[src/rtl/core/q4kd_pkg.sv]
// Shared types and constants for the Q4_K by Q8_K super-block dot core.
// Holds the opcodes, controller states and the command and status structs.
// No dependencies.
`timescale 1ns / 1ps

package q4kd_pkg;

  // Elements in one super-block, and the derived data-chunk count.
  localparam int unsigned SUPER_BLOCK_LEN = 256;
  localparam int unsigned CHUNKS          = SUPER_BLOCK_LEN / 8;
  localparam logic [4:0]  LAST_CHUNK      = 5'(CHUNKS - 1);

  // Header words and scale bytes.
  localparam logic [4:0]  HDR_WORDS       = 5'd3;
  localparam int unsigned SCALE_BYTES     = 12;

  // Field widths.
  localparam int unsigned IDX_W   = 5;
  localparam int unsigned WORD_W  = 32;
  localparam int unsigned ACT_W   = 8;
  localparam int unsigned DOT_W   = 26;
  localparam int unsigned COR_W   = 22;
  localparam int unsigned LANES   = 4;

  // Packed stream widths; the data widths are padded to whole bytes.
  localparam int unsigned S_DATA_W = 104;
  localparam int unsigned S_USER_W = 2;
  localparam int unsigned M_DATA_W = 48;

  typedef enum logic [1:0] {
    OP_HEADER = 2'd0,
    OP_BSUM   = 2'd1,
    OP_CHUNK  = 2'd2,
    OP_RSVD   = 2'd3
  } opcode_e;

  typedef enum logic [1:0] {
    S_IDLE,
    S_MUL,
    S_ACC
  } state_e;

  // Commands from the controller to the datapath.
  typedef struct packed {
    logic capture;  // Latch the input beat.
    logic mul;      // Form partial sums and pick scales.
    logic acc;      // Update accumulators and scale bytes.
    logic emit;     // Load the output register and clear accumulators.
  } cmd_t;

  // Status from the datapath to the controller.
  typedef struct packed {
    logic last_chunk;  // Held item is the final data chunk.
  } status_t;

endpackage

[src/rtl/core/q4kd_ctrl.sv]
// Controller for the super-block dot core: input handshake, step sequencing
// and output valid. Depends on q4kd_pkg.
`timescale 1ns / 1ps

module q4kd_ctrl (
  input  logic              clk_i,
  input  logic              rst_ni,
  input  logic              in_valid_i,
  output logic              in_ready_o,
  output logic              out_valid_o,
  input  logic              out_ready_i,
  input  q4kd_pkg::status_t status_i,
  output q4kd_pkg::cmd_t    cmd_o
);
  import q4kd_pkg::*;

  state_e state_q, state_d;
  logic   out_valid_q, out_valid_d;
  logic   out_blocked;

  // The output register cannot take a new result while a beat waits there.
  assign out_blocked = out_valid_q && !out_ready_i;

  // Next state.
  always_comb begin
    state_d = state_q;
    unique case (state_q)
      S_IDLE: begin
        if (in_valid_i) state_d = S_MUL;
      end
      S_MUL: state_d = S_ACC;
      S_ACC: begin
        if (!(status_i.last_chunk && out_blocked)) state_d = S_IDLE;
      end
      default: state_d = S_IDLE;
    endcase
  end

  // Outputs and commands.
  always_comb begin
    in_ready_o = 1'b0;
    cmd_o      = '0;
    unique case (state_q)
      S_IDLE: begin
        in_ready_o    = 1'b1;
        cmd_o.capture = in_valid_i;
      end
      S_MUL: cmd_o.mul = 1'b1;
      S_ACC: begin
        if (!(status_i.last_chunk && out_blocked)) begin
          cmd_o.acc  = 1'b1;
          cmd_o.emit = status_i.last_chunk;
        end
      end
      default: ;
    endcase
  end

  // Output valid: set by a new result, cleared when the beat is taken.
  always_comb begin
    out_valid_d = out_valid_q;
    if (out_valid_q && out_ready_i) out_valid_d = 1'b0;
    if (cmd_o.emit) out_valid_d = 1'b1;
  end

  assign out_valid_o = out_valid_q;

  always_ff @(posedge clk_i or negedge rst_ni) begin
    if (!rst_ni) begin
      state_q     <= S_IDLE;
      out_valid_q <= 1'b0;
    end else begin
      state_q     <= state_d;
      out_valid_q <= out_valid_d;
    end
  end

endmodule

[src/rtl/core/q4kd_dpath.sv]
// Datapath for the super-block dot core: input latch, scale store and decode,
// nibble products, accumulators and output register. Depends on q4kd_pkg.
`timescale 1ns / 1ps

module q4kd_dpath (
  input  logic                                clk_i,
  input  logic                                rst_ni,
  input  q4kd_pkg::cmd_t                      cmd_i,
  output q4kd_pkg::status_t                   status_o,
  input  q4kd_pkg::opcode_e                   opcode_i,
  input  logic [q4kd_pkg::IDX_W-1:0]          item_index_i,
  input  logic [q4kd_pkg::WORD_W-1:0]         packed_word_i,
  input  logic signed [q4kd_pkg::ACT_W-1:0]   x_low_i  [q4kd_pkg::LANES],
  input  logic signed [q4kd_pkg::ACT_W-1:0]   x_high_i [q4kd_pkg::LANES],
  output logic signed [q4kd_pkg::DOT_W-1:0]   dot_sum_o,
  output logic signed [q4kd_pkg::COR_W-1:0]   min_correction_o
);
  import q4kd_pkg::*;

  // Latched input beat.
  opcode_e                  op_q;
  logic [IDX_W-1:0]         idx_q;
  logic [WORD_W-1:0]        word_q;
  logic signed [ACT_W-1:0]  xl_q [LANES];
  logic signed [ACT_W-1:0]  xh_q [LANES];

  // Scale and min bytes, written by header beats.
  logic [7:0]               scale_q [SCALE_BYTES];
  logic [5:0]               dec_scale [8];
  logic [5:0]               dec_min [8];

  // Partial-sum stage.
  logic signed [13:0]       lo_sum_d, hi_sum_d, lo_sum_q, hi_sum_q;
  logic [5:0]               sc_lo_q, sc_hi_q, min_q;
  logic signed [16:0]       pair_d, pair_q;

  // Accumulators and output register.
  logic signed [DOT_W-1:0]  dot_acc_q, dot_acc_d, dot_out_q;
  logic signed [COR_W-1:0]  cor_acc_q, cor_acc_d, cor_out_q;
  logic signed [20:0]       term_lo, term_hi;
  logic signed [21:0]       dot_term;
  logic signed [COR_W-1:0]  cor_term;
  logic [1:0]               grp;

  assign status_o.last_chunk = (op_q == OP_CHUNK) && (idx_q == LAST_CHUNK);
  assign grp = idx_q[4:3];

  // Latch the accepted beat.
  always_ff @(posedge clk_i) begin
    if (cmd_i.capture) begin
      op_q   <= opcode_i;
      idx_q  <= item_index_i;
      word_q <= packed_word_i;
      xl_q   <= x_low_i;
      xh_q   <= x_high_i;
    end
  end

  // Unpack the 6-bit scales and mins from the twelve header bytes.
  always_comb begin
    for (int i = 0; i < 4; i++) begin
      dec_scale[i]   = scale_q[i][5:0];
      dec_min[i]     = scale_q[4+i][5:0];
      dec_scale[4+i] = {scale_q[i][7:6], scale_q[8+i][3:0]};
      dec_min[4+i]   = {scale_q[4+i][7:6], scale_q[8+i][7:4]};
    end
  end

  // Nibble times activation, summed per half; block-sum pair.
  always_comb begin
    logic signed [12:0] p_lo, p_hi;
    lo_sum_d = '0;
    hi_sum_d = '0;
    for (int i = 0; i < LANES; i++) begin
      p_lo = $signed({9'b0, word_q[8*i +: 4]}) * $signed({{5{xl_q[i][7]}}, xl_q[i]});
      p_hi = $signed({9'b0, word_q[8*i+4 +: 4]}) * $signed({{5{xh_q[i][7]}}, xh_q[i]});
      lo_sum_d = lo_sum_d + {p_lo[12], p_lo};
      hi_sum_d = hi_sum_d + {p_hi[12], p_hi};
    end
    pair_d = $signed({word_q[15], word_q[15:0]}) + $signed({word_q[31], word_q[31:16]});
  end

  always_ff @(posedge clk_i) begin
    if (cmd_i.mul) begin
      lo_sum_q <= lo_sum_d;
      hi_sum_q <= hi_sum_d;
      pair_q   <= pair_d;
      sc_lo_q  <= dec_scale[{grp, 1'b0}];
      sc_hi_q  <= dec_scale[{grp, 1'b1}];
      min_q    <= dec_min[idx_q[2:0]];
    end
  end

  // Scaled terms for a data chunk and for a block-sum pair.
  always_comb begin
    logic signed [23:0] cor_full;
    term_lo  = $signed({{7{lo_sum_q[13]}}, lo_sum_q}) * $signed({15'b0, sc_lo_q});
    term_hi  = $signed({{7{hi_sum_q[13]}}, hi_sum_q}) * $signed({15'b0, sc_hi_q});
    dot_term = $signed({term_lo[20], term_lo}) + $signed({term_hi[20], term_hi});
    cor_full = $signed({{7{pair_q[16]}}, pair_q}) * $signed({18'b0, min_q});
    cor_term = cor_full[COR_W-1:0];
  end

  // Accumulator update per opcode.
  always_comb begin
    dot_acc_d = dot_acc_q;
    cor_acc_d = cor_acc_q;
    case (op_q)
      OP_BSUM: begin
        if (idx_q[4:3] == 2'b00) cor_acc_d = cor_acc_q + cor_term;
      end
      OP_CHUNK: dot_acc_d = dot_acc_q + {{(DOT_W-22){dot_term[21]}}, dot_term};
      default: ;
    endcase
  end

  always_ff @(posedge clk_i or negedge rst_ni) begin
    if (!rst_ni) begin
      dot_acc_q <= '0;
      cor_acc_q <= '0;
    end else if (cmd_i.acc) begin
      if (cmd_i.emit) begin
        dot_acc_q <= '0;
        cor_acc_q <= '0;
      end else begin
        dot_acc_q <= dot_acc_d;
        cor_acc_q <= cor_acc_d;
      end
    end
  end

  // Header writes land in the scale store during the accumulate step.
  always_ff @(posedge clk_i) begin
    if (cmd_i.acc && (op_q == OP_HEADER) && (idx_q < HDR_WORDS)) begin
      for (int k = 0; k < 4; k++) begin
        scale_q[{idx_q[1:0], 2'(k)}] <= word_q[8*k +: 8];
      end
    end
  end

  // Result register.
  always_ff @(posedge clk_i) begin
    if (cmd_i.emit) begin
      dot_out_q <= dot_acc_d;
      cor_out_q <= cor_acc_d;
    end
  end

  assign dot_sum_o        = dot_out_q;
  assign min_correction_o = cor_out_q;

endmodule

[src/rtl/core/q4k_q8k_integer_dot.sv]
// Top level of the Q4_K by Q8_K super-block integer dot core.
// Instantiates q4kd_ctrl and q4kd_dpath; depends on q4kd_pkg.
//
//   Channel   Direction  Handshake                    Payload
//   s_axis    in         s_axis_tvalid/s_axis_tready  tuser: opcode; tdata: item fields
//   m_axis    out        m_axis_tvalid/m_axis_tready  tdata: dot_sum, min_correction
//
// Each input beat passes through capture, partial products and accumulate; no
// new beat is taken until the controller's three-step sequence over one datapath ends.
// Reset clears the controller, output valid and both accumulators; the scale
// bytes hold no reset value until a header beat writes them.
// Input beats keep flowing while a result waits; only a final data chunk
// stalls in its accumulate step until the output register is free.
`timescale 1ns / 1ps

module q4k_q8k_integer_dot (
  input  logic        clk_i,
  input  logic        rst_ni,
  input  logic        s_axis_tvalid,
  output logic        s_axis_tready,
  // [4:0] item_index, [36:5] packed_word, [44:37] x_low_0, [52:45] x_low_1,
  // [60:53] x_low_2, [68:61] x_low_3, [76:69] x_high_0, [84:77] x_high_1,
  // [92:85] x_high_2, [100:93] x_high_3, [103:101] zero
  input  logic [q4kd_pkg::S_DATA_W-1:0] s_axis_tdata,
  // [1:0] opcode
  input  logic [q4kd_pkg::S_USER_W-1:0] s_axis_tuser,
  output logic        m_axis_tvalid,
  input  logic        m_axis_tready,
  // [25:0] dot_sum, [47:26] min_correction
  output logic [q4kd_pkg::M_DATA_W-1:0] m_axis_tdata
);
  import q4kd_pkg::*;

  cmd_t                    cmd;
  status_t                 status;
  opcode_e                 opcode;
  logic signed [ACT_W-1:0] x_low  [LANES];
  logic signed [ACT_W-1:0] x_high [LANES];
  logic signed [DOT_W-1:0] dot_sum;
  logic signed [COR_W-1:0] min_correction;

  // Unpack the input beat.
  assign opcode = opcode_e'(s_axis_tuser[1:0]);
  always_comb begin
    for (int i = 0; i < LANES; i++) begin
      x_low[i]  = s_axis_tdata[37 + ACT_W*i +: ACT_W];
      x_high[i] = s_axis_tdata[69 + ACT_W*i +: ACT_W];
    end
  end

  q4kd_ctrl u_ctrl (
    .clk_i       (clk_i),
    .rst_ni      (rst_ni),
    .in_valid_i  (s_axis_tvalid),
    .in_ready_o  (s_axis_tready),
    .out_valid_o (m_axis_tvalid),
    .out_ready_i (m_axis_tready),
    .status_i    (status),
    .cmd_o       (cmd)
  );

  q4kd_dpath u_dpath (
    .clk_i            (clk_i),
    .rst_ni           (rst_ni),
    .cmd_i            (cmd),
    .status_o         (status),
    .opcode_i         (opcode),
    .item_index_i     (s_axis_tdata[4:0]),
    .packed_word_i    (s_axis_tdata[36:5]),
    .x_low_i          (x_low),
    .x_high_i         (x_high),
    .dot_sum_o        (dot_sum),
    .min_correction_o (min_correction)
  );

  // Pack the result beat.
  assign m_axis_tdata = {min_correction, dot_sum};

  // A new result never overwrites a beat that is still waiting.
  a_emit_free: assert property (@(posedge clk_i) disable iff (!rst_ni)
    cmd.emit |-> !(m_axis_tvalid && !m_axis_tready))
    else $error("result loaded while output register was held");

  // A result shows up on the output the cycle after it is produced.
  a_emit_valid: assert property (@(posedge clk_i) disable iff (!rst_ni)
    cmd.emit |=> m_axis_tvalid)
    else $error("emitted result not presented");

  // After an accepted beat the input stays closed while it is processed.
  a_busy: assert property (@(posedge clk_i) disable iff (!rst_ni)
    (s_axis_tvalid && s_axis_tready) |=> (!s_axis_tready && cmd.mul))
    else $error("input reopened before processing");

  // An accumulate step is never issued while the input is open.
  a_order: assert property (@(posedge clk_i) disable iff (!rst_ni)
    cmd.acc |-> !s_axis_tready)
    else $error("accumulate issued while idle");

endmodule

[config.mk]
export PLATFORM = sky130hd
export DESIGN_NAME = q4k_q8k_integer_dot
export DESIGN_NICKNAME = d
export VERILOG_FILES = /design/src/rtl/core/q4kd_pkg.sv /design/src/rtl/core/q4kd_ctrl.sv /design/src/rtl/core/q4kd_dpath.sv /design/src/rtl/core/q4k_q8k_integer_dot.sv
export SDC_FILE = /design/constraint.sdc
export NUM_CORES = 2
export LEC_CHECK = 0
export BUFFER_PORTS_ARGS = -buffer_cell sky130_fd_sc_hd__buf_2
export CAP_MARGIN = 20
export CORE_MARGIN = 2
export CORE_UTILIZATION = 60
export DETAILED_ROUTE_END_ITERATION = 16
export PLACE_DENSITY = 0.81
export SKIP_CTS_REPAIR_TIMING = 1
export SYNTH_ARGS = -nofsm -noshare
export SYNTH_HDL_FRONTEND = slang
export SYNTH_HIERARCHICAL = 1
export SYNTH_SLANG_ARGS = --single-unit
[constraint.sdc]
create_clock -name clk_i -period 18.2 [get_ports clk_i]
set_clock_uncertainty 0.15 [all_clocks]
set_input_delay 3.64 -clock clk_i [delete_from_list [all_inputs] [get_ports clk_i]]
set_output_delay 3.64 -clock clk_i [all_outputs]
set_load 0.005 [all_outputs]
======== Word level (Yosys, flattened, before mapping) ========
Memories as Yosys holds them, arrays and structs flattened.
Index checks and enable logic that the tools add are counted.
cells by class
  $add $sub $neg .......................... 10
  multipliers ............................. 11
  div/mod/pow operators ................... 0
  $lt $le $gt $ge ......................... 4
  equality and inequality tests ........... 7
  shift-type cells ........................ 0
  multiplexer cells ....................... 26
  bitwise gates (word level) .............. 3
  reductions and logical operators ........ 12
operator list
  operator              number
  $mul A5 B8 Y13        8
  $mux W22              3
  $add A14 B14 Y14      4
  $bmux W6 S3           3
  $mux W26              2
  $mul A14 B7 Y21       2
  $mux W6               6
  $add A13 B13 Y14      2
  $add A26 B26 Y26      1
  $add A21 B21 Y22      1
  $add A22 B22 Y22      1
  $mul A17 B7 Y22       1
  $add A16 B16 Y17      1
  $ge A4 B4 Y1 const B  3
  $not A3 Y4            3
  $mux W2               4
  $mux W1               7
  $logic_and A1 B1 Y1   6
  $logic_not A2 Y1      3
  $pmux W2 S3           1
  $eq A5 B5 Y1 const B  1
  $lt A5 B2 Y1 const B  1
  $eq A2 B1 Y1 const B  2
  $eq A2 B2 Y1 const B  2
  4 further kinds       5
word-level totals
  register bits after elaboration ......... 265
  latch bits .............................. 0
  RAM bits ................................ 96
  memory bits (read-only) ................. 0
  input port bits ......................... 110
  logic and storage cells ................. 97
  memories kept ........................... 1
memories
  name             words  width  rd ports  clocked after memory_dff  write ports  RTL line          RTL
  u_dpath.scale_q  12     8      12        0                         4            q4kd_dpath.sv:28  logic [7:0] scale_q [SCALE_BYTES];

======== Depth between registers and ports, before layout ========
  depth in word-level cells ............... 9
  mapped depth ............................ 31

======== By module ========
The synthesis kept the hierarchy.
modules (own cells, without submodules)
  module      times used  cells each  area each (µm²)  sequential area each (µm²)
  q4kd_dpath  1           3330        35758.0          10510.1
  q4kd_ctrl   1           16          153.9            75.1

======== Worst setup path before layout ========
Ideal clock, no wire load.
  kind .................................... register to register
  start point ............................. register u_dpath.sc_lo_q[2]
  end point ............................... register u_dpath.dot_acc_q[25]
  arrival time ............................ 7250 ps
  data required time ...................... 17946 ps
  path slack .............................. 10696 ps
  cell stages (with the launch flop) ...... 29
  path through ............................ edfxtp_1 clkbuf_1 and2_1 fa_1 inv_1 fa_1 inv_1 fa_1 fa_1 fa_1 inv_1 fa_1 inv_1 ha_1 a211o_1 o32a_4 a31oi_2 o21bai_1 a221o_1 a21oi_1 xnor2_1 ha_1 a21o_1 a21oi_1 o21ai_0 a221oi_1 xnor3_1 a211o_1 o311ai_1
on the way
  longest elaborated chain between the ends .. 5
RTL lines
  element                 RTL line           RTL
  start, declared         q4kd_dpath.sv:34   logic [5:0] sc_lo_q, sc_hi_q, min_q;
  start signal, assigned  q4kd_dpath.sv:88   sc_lo_q <= dec_scale[{grp, 1'b0}];
  $mul A14 B7 Y21         q4kd_dpath.sv:97   term_lo = $signed({{7{lo_sum_q[13]}}, lo_sum_q}) * $signed({15'b0, sc_lo_q});
  $add A21 B21 Y22        q4kd_dpath.sv:99   dot_term = $signed({term_lo[20], term_lo}) + $signed({term_hi[20], term_hi});
  $add A26 B26 Y26        q4kd_dpath.sv:112  OP_CHUNK: dot_acc_d = dot_acc_q + {{(DOT_W-22){dot_term[21]}}, dot_term};
  $mux W26                q4kd_dpath.sv:108  case (op_q)
  $mux W26                q4kd_dpath.sv:122  if (cmd_i.emit) begin
  end signal, assigned    q4kd_dpath.sv:126  dot_acc_q <= dot_acc_d;
  end, declared           q4kd_dpath.sv:38   logic signed [DOT_W-1:0] dot_acc_q, dot_acc_d, dot_out_q;
Every way passes these cells.
A chain may end at the register's enable or synchronous reset.

======== Worst setup path after layout ========
Ends and elaborated chain as after synthesis.

==> run_summary.xml <==
<?xml version="1.0" encoding="UTF-8"?>
<metrics>
  <group name="global_routing">
    <metric name="first_pass_grt_wire_length" unit="um">124000</metric>
    <metric name="grt_max_degree" unit="">65</metric>
    <metric name="first_global_vias" unit="">24600</metric>
    <metric name="all_layer_global_routing_usage" unit="%">25.0</metric>
    <metric name="antenna_found_initial" unit="">2</metric>
    <metric name="globalRoute.totalOverflow" unit="">0</metric>
  </group>
  <group name="floorplanning">
    <metric name="initial_utilization" unit="%">60.7</metric>
    <metric name="ioPinCount" unit="">160</metric>
    <metric name="placementRows" unit="">89</metric>
    <metric name="die_w" unit="um">249</metric>
    <metric name="die_area" unit="sq um">61800</metric>
    <metric name="fp.dieH" unit="um">249</metric>
    <metric name="core_area" unit="sq um">59100</metric>
  </group>
  <group name="route">
    <metric name="drt_iter0_markers" unit="">1458</metric>
    <metric name="drt-vias-per-instance" unit="">5.46</metric>
    <metric name="route.vias.total" unit="">23500</metric>
    <metric name="antenna_violating_nets_post_route" unit="">0</metric>
    <metric name="wire_per_inst" unit="um">17.2</metric>
    <metric name="wirelength" unit="um">74200</metric>
    <metric name="drcViolationCount" unit="">28</metric>
    <metric name="drt_pass1_iterations" unit="">12</metric>
  </group>
  <group name="clocking">
    <metric name="tritoncts" unit="">built</metric>
    <metric name="clock_tree.htree_level_count" unit="">2</metric>
    <metric name="clock_insertion_delay_worst_skew" unit="ns">0.60</metric>
    <metric name="bufs_on_longest_clock_path" unit="">3</metric>
    <metric name="cts.root.buffer_cell" unit="">clkbuf_16</metric>
    <metric name="cts_inserted_buffers" unit="">39</metric>
    <metric name="clkSlewWorstSetupHoldPaths" unit="ns">0.06</metric>
    <metric name="clock_tree_sinks" unit="">361</metric>
  </group>
  <group name="placement">
    <metric name="globalplace.congestion" unit="">0.883</metric>
    <metric name="place.port_buffers" unit="">156</metric>
    <metric name="place.detailed.hpwl" unit="um">58200</metric>
    <metric name="post-place-ws" unit="ns">10.0</metric>
    <metric name="placedCellCount" unit="">4240</metric>
  </group>
  <group name="cells_and_area">
    <metric name="final_layout_size_suffix_gt1_share" unit="%">7.83</metric>
    <metric name="number_of_standard_cells_in_the_layout_taps_in_and_fillers_out" unit="">4313</metric>
    <metric name="layout.filler_cells" unit="">4401</metric>
    <metric name="syn2layout_area_growth" unit="%">8.39</metric>
    <metric name="multiInputGateArea" unit="sq um">22500</metric>
    <metric name="layout.area.seq" unit="sq um">10600</metric>
    <metric name="fin_nets" unit="">4429</metric>
  </group>
  <group name="yosys">
    <metric name="total_standard_cell_area_after_synthesis" unit="sq um">35900</metric>
    <metric name="syn_inst" unit="">3346</metric>
    <metric name="synth-simple-area-share" unit="%">12.0</metric>
    <metric name="ys_async_sr_fraction" unit="%">14.1</metric>
    <metric name="ys_seq_elements" unit="">361</metric>
    <metric name="synth-seq-area-share" unit="%">29.5</metric>
    <metric name="compound_gate_portion_of_the_synthesized_area" unit="%">6.55</metric>
    <metric name="dominantRegCellSynth" unit="">edfxtp_1</metric>
    <metric name="synthDistinctLibCells" unit="">67</metric>
    <metric name="synthAdderAreaFrac" unit="%">38.1</metric>
    <metric name="mappedNetlistNets" unit="">4266</metric>
    <metric name="synth_enable_flop_cells" unit="">310</metric>
    <metric name="synth.area.mux_share" unit="%">1.89</metric>
    <metric name="post_synth.cell_area_avg" unit="sq um">10.7</metric>
    <metric name="synth_xor_xnor_area_share" unit="%">3.96</metric>
    <metric name="count_of_warnings_emitted_by_yosys" unit="">6</metric>
    <metric name="synth_top_family_by_area" unit="">adder cells</metric>
  </group>
  <group name="timing">
    <metric name="min_period_over_period" unit="%">45.5</metric>
    <metric name="post-route-worst-setup-slack" unit="ns">9.92</metric>
    <metric name="max_freq" unit="MHz">121</metric>
    <metric name="setup_repair_after_global_routing_missed_its_margin" unit="">false</metric>
    <metric name="report.final.hold_viol_count" unit="">0</metric>
    <metric name="worstMarginPinSlew" unit="ns">0.983</metric>
    <metric name="finalSetupViolCount" unit="">0</metric>
    <metric name="max-slew-margin-rel" unit="%">34.3</metric>
    <metric name="period_needed" unit="ns">8.28</metric>
    <metric name="fin_setup_tns" unit="ns">0</metric>
    <metric name="drv_slew" unit="">0</metric>
  </group>
  <group name="setup_path">
    <metric name="critical_path.startpoint_type" unit="">flop</metric>
    <metric name="worst_ep_required_time" unit="ns">18.52</metric>
    <metric name="critPathMaxFanout" unit="">14</metric>
    <metric name="worstSetupEndpointType" unit="">flop</metric>
    <metric name="crit_path_class" unit="">reg2reg</metric>
    <metric name="critical_path_data_arrival_time" unit="ns">8.59</metric>
  </group>
  <group name="flow_run">
    <metric name="max_cap_violations" unit="">0</metric>
  </group>
  <group name="run_status">
    <metric name="violations" unit="">DRC</metric>
    <metric name="status" unit="">complete, but fails checks</metric>
  </group>
  <group name="worst_hold_path">
    <metric name="min_path_type" unit="">reg2reg</metric>
  </group>
</metrics>
-- critical path: stages (launching register included) --
cell	delay (ns)
edfxtp_1	0.59
and2_1	0.26
fa_1	0.54
inv_1	0.05
fa_1	0.49
inv_1	0.06
fa_1	0.48
fa_1	0.45
fa_1	0.54
inv_1	0.06
fa_1	0.47
inv_1	0.04
ha_1	0.34
a211o_1	0.30
o32a_4	0.34
a31oi_2	0.26
o21bai_1	0.17
a221o_1	0.33
a21oi_1	0.17
xnor2_1	0.17
ha_1	0.33
a21o_1	0.20
a21oi_1	0.18
o21ai_0	0.11
a221oi_1	0.35
xnor3_1	0.33
a211o_1	0.32
o311ai_1	0.08
-- worst paths after layout --
kind	from	to	slack [ns]	cells past startpoint
worst max register to register	u_dpath/sc_lo_q[2]$_DFFE_PP_	u_dpath/dot_acc_q[25]$_DFFE_PN0P_	9.92	27
worst min-delay path	u_dpath/cor_acc_q[7]$_DFFE_PN0P_	u_dpath/cor_acc_q[7]$_DFFE_PN0P_	0.36	1
worst max-delay path	u_dpath/sc_lo_q[2]$_DFFE_PP_	u_dpath/dot_acc_q[25]$_DFFE_PN0P_	9.92	27
worst min register to register	u_dpath/cor_acc_q[7]$_DFFE_PN0P_	u_dpath/cor_acc_q[7]$_DFFE_PN0P_	0.36	1
min in group asynchronous	rst_ni	u_dpath/cor_acc_q[19]$_DFFE_PN0P_	3.03	2
max in group asynchronous	rst_ni	u_dpath/dot_acc_q[19]$_DFFE_PN0P_	14.37	2
-- per-stage QoR --
step / instance area, sq um / hold WS [ns] / utilization, %
final: 38900 / 0.361 / 65.8
after global routing: 38900 / 0.397 / 65.8
after CTS: 38900 / 0.364 / 65.8
after detailed placement: 37600 / 0.346 / 63.6
after global placement: 37600 / 0.335 / 63.6
after floorplan: 35900 / 0.321 / -
-- sequential cells by signal, indices dropped and copies added (netlist names) --
signal / cells
u_dpath/lo_sum_q: 14
u_dpath/hi_sum_q: 14
u_dpath/dot_sum_o: 26
u_dpath/pair_q: 17
u_dpath/xl_q: 32
u_dpath/dot_acc_q: 26
u_dpath/idx_q: 5
u_dpath/xh_q: 32
u_ctrl/out_valid_o: 1
u_dpath/sc_lo_q: 6
u_dpath/op_q: 2
u_dpath/sc_hi_q: 6
u_dpath/min_q: 6
u_dpath/word_q: 32
u_dpath/scale_q: 96
u_dpath/min_correction_o: 22
u_dpath/cor_acc_q: 22
u_ctrl/state_q: 2
-- routing by layer --
layer,vias to the layer above,wire (um),global-route usage (%)
met5,-,0,0
met4,0,2240,8.10
met3,154,5220,4.05
met2,822,35000,41.3
met1,11600,31700,34.2
li1,11000,-,-
-- placed cells by master, fill, tap and decap left out, drive strengths merged, types with 7 or more instances in the layout --
cell,synthesis,routed
nor3,22,22
and2,359,359
dfrtp,51,51
xnor2,112,112
edfxtp,310,310
a21oi,108,108
nand2b,14,14
nor2b,24,24
mux2,7,7
o21ai,114,114
fa,474,474
inv,710,715
clkinv,1,16
clkbuf,47,47
a22o,15,15
nand3,18,18
a21o,45,45
xor2,48,48
nor2,53,53
mux4,24,24
nand2,315,315
nand4,8,8
a21boi,7,7
o21bai,18,18
ha,336,336
buf,2,171
a211oi,7,7
-- area by class of cell --
cell class                      count  area share [%]
Timing Repair Buffer              171            2.36
Multi-Input combinational cell   2225            57.8
Clock inverter                     24           0.714
Tap cell                          773            2.48
Sequential cell                   361            27.2
Inverter                          711            6.86
Antenna cell                        1         0.00643
Clock buffer                       47            2.58
-- cells by family (layout without fill, tap and decap cells) --
logic type / after synthesis / after routing
buffers and inverters: 760 / 953
DFF: 361 / 361
muxes: 37 / 37
AOI/OAI and AO/OA: 377 / 377
xor gates and xnor gates: 161 / 161
other: 0 / 1
and+or+nand+nor: 840 / 840
adders and majority gates: 810 / 810
-- synthesized netlist by cell type, types with 3 or more instances --
library cell / number / share of area [%]
a41oi_1: 3 / 0.073
mux2i_1: 6 / 0.17
ha_1: 336 / 12
o211ai_1: 6 / 0.13
xor2_1: 48 / 1.2
inv_1: 710 / 7.4
a31oi_1: 5 / 0.087
mux2_2: 7 / 0.22
clkbuf_1: 47 / 0.49
a2111oi_0: 3 / 0.073
or3_1: 5 / 0.087
nand2_1: 315 / 3.3
o21bai_1: 18 / 0.38
mux4_2: 24 / 1.5
a211o_1: 3 / 0.073
o21a_1: 6 / 0.13
nor2b_1: 23 / 0.40
dfrtp_1: 51 / 3.6
xnor2_1: 112 / 2.7
nand3_1: 18 / 0.25
and3_1: 5 / 0.087
a22o_1: 15 / 0.37
a21o_1: 45 / 0.94
a21oi_1: 108 / 1.5
nand4_1: 8 / 0.14
fa_1: 474 / 26
and2_1: 359 / 6.3
a211oi_1: 7 / 0.15
nor2_1: 53 / 0.55
a221oi_1: 3 / 0.073
o31ai_1: 6 / 0.13
nor4_1: 3 / 0.052
nand2b_1: 14 / 0.24
a31o_2: 3 / 0.073
edfxtp_1: 310 / 26
nor3b_1: 5 / 0.10
and4_1: 3 / 0.073
nor3_1: 21 / 0.29
o21ai_0: 113 / 1.6
o311ai_0: 4 / 0.098
a21boi_0: 7 / 0.15
Power is left out: the tool's default activity adds up to more than one toggle a clock period on the data nets, which glitch-free logic cannot reach.
